### config.mk
export PLATFORM = sky130hd
export DESIGN_NAME = keyed_record_table
export DESIGN_NICKNAME = d
export VERILOG_FILES = /design/src/krt_pkg.sv /design/src/krt_ram.sv /design/src/krt_ctrl.sv /design/src/keyed_record_table.sv
export SDC_FILE = /design/constraint.sdc
export NUM_CORES = 2
export LEC_CHECK = 0
export BUFFER_PORTS_ARGS = -buffer_cell sky130_fd_sc_hd__buf_2
export CAP_MARGIN = 15
export CELL_PAD_IN_SITES_DETAIL_PLACEMENT = 1
export CELL_PAD_IN_SITES_GLOBAL_PLACEMENT = 1
export CORE_ASPECT_RATIO = 0.8
export CORE_MARGIN = 5
export CORE_UTILIZATION = 45
export DETAILED_ROUTE_END_ITERATION = 16
export PLACE_DENSITY = 0.71
export SYNTH_ARGS = -nofsm -noshare
export SYNTH_HDL_FRONTEND = slang
export SYNTH_HIERARCHICAL = 1
export SYNTH_SLANG_ARGS = --single-unit
### constraint.sdc
create_clock -name i_clk -period 21.9 [get_ports i_clk]
set_input_delay 4.38 -clock i_clk [delete_from_list [all_inputs] [get_ports i_clk]]
set_output_delay 4.38 -clock i_clk [all_outputs]
set_load 0.05 [all_outputs]
### src/krt_pkg.sv
// shared types, constants and codes of the keyed record table
package krt_pkg;

    localparam int TABLE_DEPTH = 16;
    localparam int IDX_W = (TABLE_DEPTH > 1) ? $clog2(TABLE_DEPTH) : 1;
    localparam int CNT_W = $clog2(TABLE_DEPTH + 1);

    localparam logic [1:0] OP_INSERT = 2'd0;
    localparam logic [1:0] OP_SEARCH = 2'd1;
    localparam logic [1:0] OP_DELETE = 2'd2;
    localparam logic [1:0] OP_LIST   = 2'd3;

    localparam logic [1:0] ST_OK        = 2'd0;
    localparam logic [1:0] ST_FULL      = 2'd1;
    localparam logic [1:0] ST_EMPTY     = 2'd2;
    localparam logic [1:0] ST_NOT_FOUND = 2'd3;

    typedef struct packed {
        logic [15:0] id;
        logic [63:0] name_low;
        logic [55:0] name_high;
        logic [63:0] phone_low;
        logic [15:0] phone_high;
    } t_rec;

    localparam int REC_W = $bits(t_rec);

    typedef struct packed {
        logic             we;
        logic [IDX_W-1:0] waddr;
        t_rec             wdata;
        logic             re;
        logic [IDX_W-1:0] raddr;
    } t_ram_req;

    typedef struct packed {
        logic       load;
        logic [1:0] status;
        logic       last;
        logic       use_rec;
    } t_res;

endpackage

### src/krt_ram.sv
// generic single write, single read ram with registered read data
module krt_ram #(
    parameter int WIDTH = 8,
    parameter int DEPTH = 16,
    localparam int AW = (DEPTH > 1) ? $clog2(DEPTH) : 1
) (
    input  logic             i_clk,
    input  logic             i_we,
    input  logic [AW-1:0]    i_waddr,
    input  logic [WIDTH-1:0] i_wdata,
    input  logic             i_re,
    input  logic [AW-1:0]    i_raddr,
    output logic [WIDTH-1:0] o_rdata
);

    logic [WIDTH-1:0] r_mem [DEPTH];
    logic [WIDTH-1:0] r_rdata;

    always_ff @(posedge i_clk) begin
        if (i_we) begin
            r_mem[i_waddr] <= i_wdata;
        end
        // read data holds while no read is issued
        if (i_re) begin
            r_rdata <= r_mem[i_raddr];
        end
    end

    assign o_rdata = r_rdata;

endmodule

### src/krt_ctrl.sv
// sequencer: walks the table one entry at a time for search, delete shift and list
module krt_ctrl (
    input  logic                 i_clk,
    input  logic                 i_rst_n,
    input  logic                 i_valid,
    output logic                 o_stall,
    input  logic [1:0]           i_func,
    input  logic [15:0]          i_key_id,
    input  krt_pkg::t_rec        i_rec,
    input  logic                 i_out_free,
    input  krt_pkg::t_rec        i_rd_data,
    output krt_pkg::t_ram_req    o_ram,
    output krt_pkg::t_res        o_res
);

    typedef enum logic [5:0] {
        S_IDLE = 6'b000001,
        S_READ = 6'b000010,
        S_EVAL = 6'b000100,
        S_SHRD = 6'b001000,
        S_SHWR = 6'b010000,
        S_RESP = 6'b100000
    } t_state;

    t_state                    r_state, n_state;
    logic [krt_pkg::CNT_W-1:0] r_count, n_count;
    logic [krt_pkg::CNT_W-1:0] r_idx, n_idx;
    logic [1:0]                r_func, n_func;
    logic [15:0]               r_key, n_key;
    logic [1:0]                r_status, n_status;
    logic                      r_hit, n_hit;

    logic                      w_accept;
    logic                      w_match;
    logic                      w_last_entry;
    logic [krt_pkg::CNT_W-1:0] w_idx_p1;
    logic [krt_pkg::CNT_W:0]   w_idx_p2;

    assign w_accept     = i_valid && (r_state == S_IDLE);
    assign o_stall      = (r_state != S_IDLE);
    assign w_idx_p1     = r_idx + krt_pkg::CNT_W'(1);
    assign w_idx_p2     = {1'b0, r_idx} + (krt_pkg::CNT_W + 1)'(2);
    assign w_match      = (i_rd_data.id == r_key);
    assign w_last_entry = (w_idx_p1 == r_count);

    always_comb begin
        n_state  = r_state;
        n_count  = r_count;
        n_idx    = r_idx;
        n_func   = r_func;
        n_key    = r_key;
        n_status = r_status;
        n_hit    = r_hit;
        o_ram    = '0;
        o_res    = '0;

        case (r_state)
            S_IDLE: begin
                if (w_accept) begin
                    n_func = i_func;
                    n_key  = i_key_id;
                    n_hit  = 1'b0;
                    n_idx  = '0;
                    if (i_func == krt_pkg::OP_INSERT) begin
                        n_state = S_RESP;
                        if (r_count == krt_pkg::CNT_W'(krt_pkg::TABLE_DEPTH)) begin
                            n_status = krt_pkg::ST_FULL;
                        end else begin
                            n_status    = krt_pkg::ST_OK;
                            o_ram.we    = 1'b1;
                            o_ram.waddr = r_count[krt_pkg::IDX_W-1:0];
                            o_ram.wdata = i_rec;
                            n_count     = r_count + krt_pkg::CNT_W'(1);
                        end
                    end else if (r_count == '0) begin
                        n_status = krt_pkg::ST_EMPTY;
                        n_state  = S_RESP;
                    end else begin
                        n_state = S_READ;
                    end
                end
            end
            S_READ: begin
                o_ram.re    = 1'b1;
                o_ram.raddr = r_idx[krt_pkg::IDX_W-1:0];
                n_state     = S_EVAL;
            end
            S_EVAL: begin
                case (r_func)
                    krt_pkg::OP_SEARCH, krt_pkg::OP_DELETE: begin
                        if (w_match) begin
                            n_status = krt_pkg::ST_OK;
                            if (r_func == krt_pkg::OP_SEARCH) begin
                                n_hit   = 1'b1;
                                n_state = S_RESP;
                            end else if (w_last_entry) begin
                                n_count = r_count - krt_pkg::CNT_W'(1);
                                n_state = S_RESP;
                            end else begin
                                n_state = S_SHRD;
                            end
                        end else if (w_last_entry) begin
                            n_status = krt_pkg::ST_NOT_FOUND;
                            n_state  = S_RESP;
                        end else begin
                            n_idx   = w_idx_p1;
                            n_state = S_READ;
                        end
                    end
                    krt_pkg::OP_LIST: begin
                        if (i_out_free) begin
                            o_res.load    = 1'b1;
                            o_res.status  = krt_pkg::ST_OK;
                            o_res.last    = w_last_entry;
                            o_res.use_rec = 1'b1;
                            if (w_last_entry) begin
                                n_state = S_IDLE;
                            end else begin
                                n_idx   = w_idx_p1;
                                n_state = S_READ;
                            end
                        end
                    end
                    default: begin
                        n_state = S_IDLE;
                    end
                endcase
            end
            S_SHRD: begin
                o_ram.re    = 1'b1;
                o_ram.raddr = w_idx_p1[krt_pkg::IDX_W-1:0];
                n_state     = S_SHWR;
            end
            S_SHWR: begin
                // move the next entry up one place
                o_ram.we    = 1'b1;
                o_ram.waddr = r_idx[krt_pkg::IDX_W-1:0];
                o_ram.wdata = i_rd_data;
                n_idx       = w_idx_p1;
                if (w_idx_p2 < {1'b0, r_count}) begin
                    n_state = S_SHRD;
                end else begin
                    n_count = r_count - krt_pkg::CNT_W'(1);
                    n_state = S_RESP;
                end
            end
            S_RESP: begin
                if (i_out_free) begin
                    o_res.load    = 1'b1;
                    o_res.status  = r_status;
                    o_res.last    = 1'b1;
                    o_res.use_rec = r_hit;
                    n_state       = S_IDLE;
                end
            end
            default: begin
                n_state = S_IDLE;
            end
        endcase
    end

    always_ff @(posedge i_clk) begin
        if (!i_rst_n) begin
            r_state <= S_IDLE;
            r_count <= '0;
            r_idx   <= '0;
            r_hit   <= 1'b0;
        end else begin
            r_state <= n_state;
            r_count <= n_count;
            r_idx   <= n_idx;
            r_hit   <= n_hit;
        end
    end

    always_ff @(posedge i_clk) begin
        r_func   <= n_func;
        r_key    <= n_key;
        r_status <= n_status;
    end

    a_count_bound: assert property (@(posedge i_clk) disable iff (!i_rst_n)
        r_count <= krt_pkg::CNT_W'(krt_pkg::TABLE_DEPTH))
        else $error("record count above table depth");

    a_load_free: assert property (@(posedge i_clk) disable iff (!i_rst_n)
        o_res.load |-> i_out_free)
        else $error("result loaded while output register busy");

    a_shift_range: assert property (@(posedge i_clk) disable iff (!i_rst_n)
        (r_state == S_SHWR) |-> (w_idx_p1 < r_count))
        else $error("shift reads past the stored records");

    a_one_access: assert property (@(posedge i_clk) disable iff (!i_rst_n)
        !(o_ram.we && o_ram.re))
        else $error("read and write issued in the same cycle");

endmodule

### src/keyed_record_table.sv
// top level of the keyed record table: record ram, sequencer and output register
//
//  channel  | handshake          | payload
//  ---------+--------------------+---------------------------------------------------
//  input    | i_valid / o_stall  | i_func, i_key_id, i_name_*, i_phone_*
//  output   | o_valid / i_stall  | o_status, o_rec_id, o_rec_name_*, o_rec_phone_*, o_last
//
// insert writes at the end of the table or reports full; search and delete read the entries in
// order through the read and evaluate states, and a delete moves each later entry up one place
// list gives one word per entry, one entry at a time, from the single ram read port
// reset (i_rst_n low, synchronous) empties the table; no clearing pass
// a stalled output holds the sequencer, the next input word is taken while a
// finished word still waits in the output register
module keyed_record_table (
    input  logic        i_clk,
    input  logic        i_rst_n,
    input  logic        i_valid,
    output logic        o_stall,
    input  logic [1:0]  i_func,
    input  logic [15:0] i_key_id,
    input  logic [63:0] i_name_low,
    input  logic [55:0] i_name_high,
    input  logic [63:0] i_phone_low,
    input  logic [15:0] i_phone_high,
    output logic        o_valid,
    input  logic        i_stall,
    output logic [1:0]  o_status,
    output logic [15:0] o_rec_id,
    output logic [63:0] o_rec_name_low,
    output logic [55:0] o_rec_name_high,
    output logic [63:0] o_rec_phone_low,
    output logic [15:0] o_rec_phone_high,
    output logic        o_last
);

    krt_pkg::t_rec     w_in_rec;
    krt_pkg::t_rec     w_rd_data;
    krt_pkg::t_rec     w_out_rec;
    krt_pkg::t_ram_req w_ram;
    krt_pkg::t_res     w_res;
    logic              w_out_free;

    logic              r_out_valid;
    logic [1:0]        r_out_status;
    logic              r_out_last;
    krt_pkg::t_rec     r_out_rec;

    assign w_in_rec.id         = i_key_id;
    assign w_in_rec.name_low   = i_name_low;
    assign w_in_rec.name_high  = i_name_high;
    assign w_in_rec.phone_low  = i_phone_low;
    assign w_in_rec.phone_high = i_phone_high;

    assign w_out_free = !r_out_valid || !i_stall;

    krt_ram #(
        .WIDTH (krt_pkg::REC_W),
        .DEPTH (krt_pkg::TABLE_DEPTH)
    ) u_ram (
        .i_clk   (i_clk),
        .i_we    (w_ram.we),
        .i_waddr (w_ram.waddr),
        .i_wdata (w_ram.wdata),
        .i_re    (w_ram.re),
        .i_raddr (w_ram.raddr),
        .o_rdata (w_rd_data)
    );

    krt_ctrl u_ctrl (
        .i_clk      (i_clk),
        .i_rst_n    (i_rst_n),
        .i_valid    (i_valid),
        .o_stall    (o_stall),
        .i_func     (i_func),
        .i_key_id   (i_key_id),
        .i_rec      (w_in_rec),
        .i_out_free (w_out_free),
        .i_rd_data  (w_rd_data),
        .o_ram      (w_ram),
        .o_res      (w_res)
    );

    // record fields are zero unless the word carries a stored record
    assign w_out_rec = w_res.use_rec ? w_rd_data : '0;

    always_ff @(posedge i_clk) begin
        if (!i_rst_n) begin
            r_out_valid <= 1'b0;
        end else if (w_res.load) begin
            r_out_valid <= 1'b1;
        end else if (!i_stall) begin
            r_out_valid <= 1'b0;
        end
    end

    always_ff @(posedge i_clk) begin
        if (w_res.load) begin
            r_out_status <= w_res.status;
            r_out_last   <= w_res.last;
            r_out_rec    <= w_out_rec;
        end
    end

    assign o_valid          = r_out_valid;
    assign o_status         = r_out_status;
    assign o_last           = r_out_last;
    assign o_rec_id         = r_out_rec.id;
    assign o_rec_name_low   = r_out_rec.name_low;
    assign o_rec_name_high  = r_out_rec.name_high;
    assign o_rec_phone_low  = r_out_rec.phone_low;
    assign o_rec_phone_high = r_out_rec.phone_high;

    a_load_shows: assert property (@(posedge i_clk) disable iff (!i_rst_n)
        w_res.load |=> o_valid)
        else $error("loaded result word not presented");

    a_no_overwrite: assert property (@(posedge i_clk) disable iff (!i_rst_n)
        (o_valid && i_stall) |-> !w_res.load)
        else $error("stalled result word overwritten");

    a_status_fields: assert property (@(posedge i_clk) disable iff (!i_rst_n)
        (w_res.load && w_res.use_rec) |-> (w_res.status == krt_pkg::ST_OK))
        else $error("record returned with a failing status");

endmodule
==> results.md <==
- Netlist cell types: 68
- Gr ovfl total: 0
- Switching Share: 20.4%
- DR vias/cell: 6.08
- Internal power: 0.0121 W
- Max Clock Freq: 0.106 GHz
- Routed via count: 72400
- Async S/R FF share, synth: 0%
- Max Cap Violations: 0
- WS Path Type: in -> reg
- Clk_lat worst skew: 0.95 ns
- R2R Setup Slk: 14.20 ns
- Area fraction in compound gates after synthesis: 3.88%
- Switching pwr: 0.00311 W
- Adder-cell share of the synthesized area: 0.123%
- Die W: 653 um
- Data arrival, critical path: 9.93 ns
- Antenna violations before repair: 22
- CTS H-Tree Depth: 5
- TritonCTS buffer count: 383
- Cells after DPL: 11200
- Top Ports: 443
- Routed length per instance: 32.8 um
- Initial Util: 45.3%
- Clock sink count: 3929
- Multiplexer share of the synthesized area: 13.3%
- Slew @ Worst Pin: 1.23 ns
- Hold_buf cts: 0
- Finish-stage setup viols: 0
- Area Overhead vs Synth: 13.5%
- DIE AREA: 0.342 mm2
- Initial DRC Count: 8940
- Static leakage: 53.6 nW
- FF+latch count, synth: 3929
- # port buffers: 442
- Crit path launch: i_func[1]
- Final min period: 9.40 ns
- CTS root buf: clkbuf_16
- Xor and xnor area share after synthesis: 0.165%
- Core Region: 0.328 mm2
- Max Slew Vio Count: 0
- Sequential Power Share: 54.5%
- Non-Filler Instances: 11900
- DR DRC count: 0
- HP Start: o_valid
- Detailed placement HPWL: 207000 um
- Register area share after synthesis: 79.2%
- Final Hold Fails: 0
- TritonRoute pass-1 iters: 5
- Simple-gate share of the synthesized area: 2.01%
- Aggregate negative setup slack: 0 ns
- Clock transition at path regs: 0.06 ns
- Synth Instances: 6617
- Combinational family with the most area after synthesis: multiplexers
- CP Launch Type: primary input
- Final period util: 42.9%
- CTS tree: built
- Status: finished, final reports clean
- RSZ-0062 raised after global routing: no
- Final nets: 7437
- Final RePlAce weighted congestion: 0.752
- Final clock skew: 0.0696 ns
- CP Capture Type: flop
- Syn avg cell area: 22.5 um2
- Syn nets: 6853
- Yosys Warn Count: 6
- WL final: 390000 um
- Post-synth EDFFs: 3911
- Antenna-violating nets left: 0
- Largest net degree at the start of global routing: 217
- Total power: 0.0153 W
- Vias in the first global route: 76600
- PwrDens: 90.4 mW/mm2
- Setup bufs post-CTS: 0
- Post_cts resized: 0
- Height of the die: 524 um
- First-pass GRT wire length: 563000 um
- Combinational share of power: 2.2%
- Worst slew margin: 17.9%
- Fin util: 51.4%
- Synth Flop Type: edfxtp_1
- Critical Path RT: 22.43 ns
- Share of cells above drive strength 1: 27.7%
- Worst r2r src: u_ctrl/r_state[0]
- Peak supply drop: 0.0000758 V
- Clock Tree Buf Depth: 4
- Clock network fraction of total power: 43.3%
- Post-Syn Area: 0.149 mm2
- Total track usage: 22.5%
- Crit Path Max Fanout: 50
- Row count: 188
- Hold crit path type: reg -> reg
==> worst max-delay path, stage by stage <==
cell and delay, ns:
buf_2 0.12, nor2_1 0.66, and3_4 0.69, or2_2 0.26
or3b_2 0.60, nor2_4 0.54, buf_16 0.25, buf_4 0.80
buf_4 0.65, buf_4 0.83
==> routing by layer <==
layer | routed length (um) | vias up | part of all wire (%) | global-route usage, %
li1 | - | 29200 | - | -
met1 | 162000 | 39200 | 41 | 32.3
met2 | 187000 | 3391 | 48 | 35.9
met3 | 30500 | 574 | 7.8 | 3.97
met4 | 10700 | 6 | 2.8 | 6.14
met5 | 40 | - | 0.010 | 0
==> cell usage after synthesis, types with 38 or more instances <==
master	number	area (um2)
clkbuf_1	167	627
a22oi_1	372	2790
a22o_1	216	1890
nor2b_1	44	275
mux2_2	98	1100
buf_1	39	146
mux2i_1	40	400
nand2_1	190	713
buf_2	133	666
mux4_2	811	18300
edfxtp_1	3911	117000
o21ai_0	38	190
and2_1	219	1370
==> metrics by stage <==
| step | hold WS [ns] | worst slack (ns) | instance area (um2) |
|---|---|---|---|
| after floorplan | 0.486 | 0.232 | 149000 |
| after detailed placement | 0.538 | 11.24 | 156000 |
| after CTS | 0.543 | 12.23 | 169000 |
| after global placement | 0.514 | 11.33 | 156000 |
| after global routing | 0.575 | 12.38 | 169000 |
| final | 0.550 | 12.50 | 169000 |
==> layout by cell type (no fill, tap or decap), types with 72 or more instances in the layout <==
| master | instances |
|---|---|
| edfxtp_1 | 3911 |
| mux4_2 | 811 |
| buf_2 | 442 |
| clkbuf_16 | 393 |
| a22oi_1 | 372 |
| and2_1 | 219 |
| a22o_1 | 216 |
| nand2_1 | 189 |
| buf_4 | 116 |
| mux2_2 | 98 |
| clkinv_1 | 88 |
| clkbuf_1 | 72 |
==> kinds of logic (layout without fill, tap and decap cells) <==
group,count (synthesis),in the layout
mux,949,949
simple gates,560,560
other cells,0,9
compound gates,737,737
fa+ha+maj,14,14
xor+xnor,28,28
flops,3929,3929
buf+inv,400,1299
==> state kept, by name (all words and copies together), names as in the netlist, 5 cells and up <==
register	flops
o_rec_phone_high	16
u_ctrl/r_state	6
u_ram/r_mem	3456
u_ram/o_rdata	216
o_rec_name_low	64
o_rec_id	16
u_ctrl/r_key	16
o_rec_name_high	56
u_ctrl/r_idx	5
u_ctrl/r_count	5
o_rec_phone_low	64
==> power by group through the flow <==
stage | clock [W] | sequential [W] | combinational (W)
2_1_floorplan | 0 | 0.00853 | 0.000156
3_3_place_gp | 0 | 0.00847 | 0.000318
3_5_place_dp | 0 | 0.00848 | 0.000334
4_1_cts | 0.00673 | 0.00832 | 0.000335
5_1_grt | 0.00709 | 0.00831 | 0.000356
6_report | 0.00660 | 0.00832 | 0.000333
==> cell type report <==
type	instances	area, um2
Clock inverter	235	2390
Timing Repair Buffer	583	3600
Sequential cell	3929	118000
Fill cell	28700	160000
Inverter	16	60.1
Multi-Input combinational cell	2288	29200
Antenna cell	9	22.5
Clock buffer	465	10100
Tap cell	4370	5470
==> final timing paths <==
path,cells past startpoint,to
setup / recovery,10,u_ram/r_mem[3][105]
hold reg to reg,2,o_valid
setup reg to reg,12,u_ram/o_rdata[85]
hold / removal,2,o_valid
No activity file was read; power rests on OpenSTA's default activity.
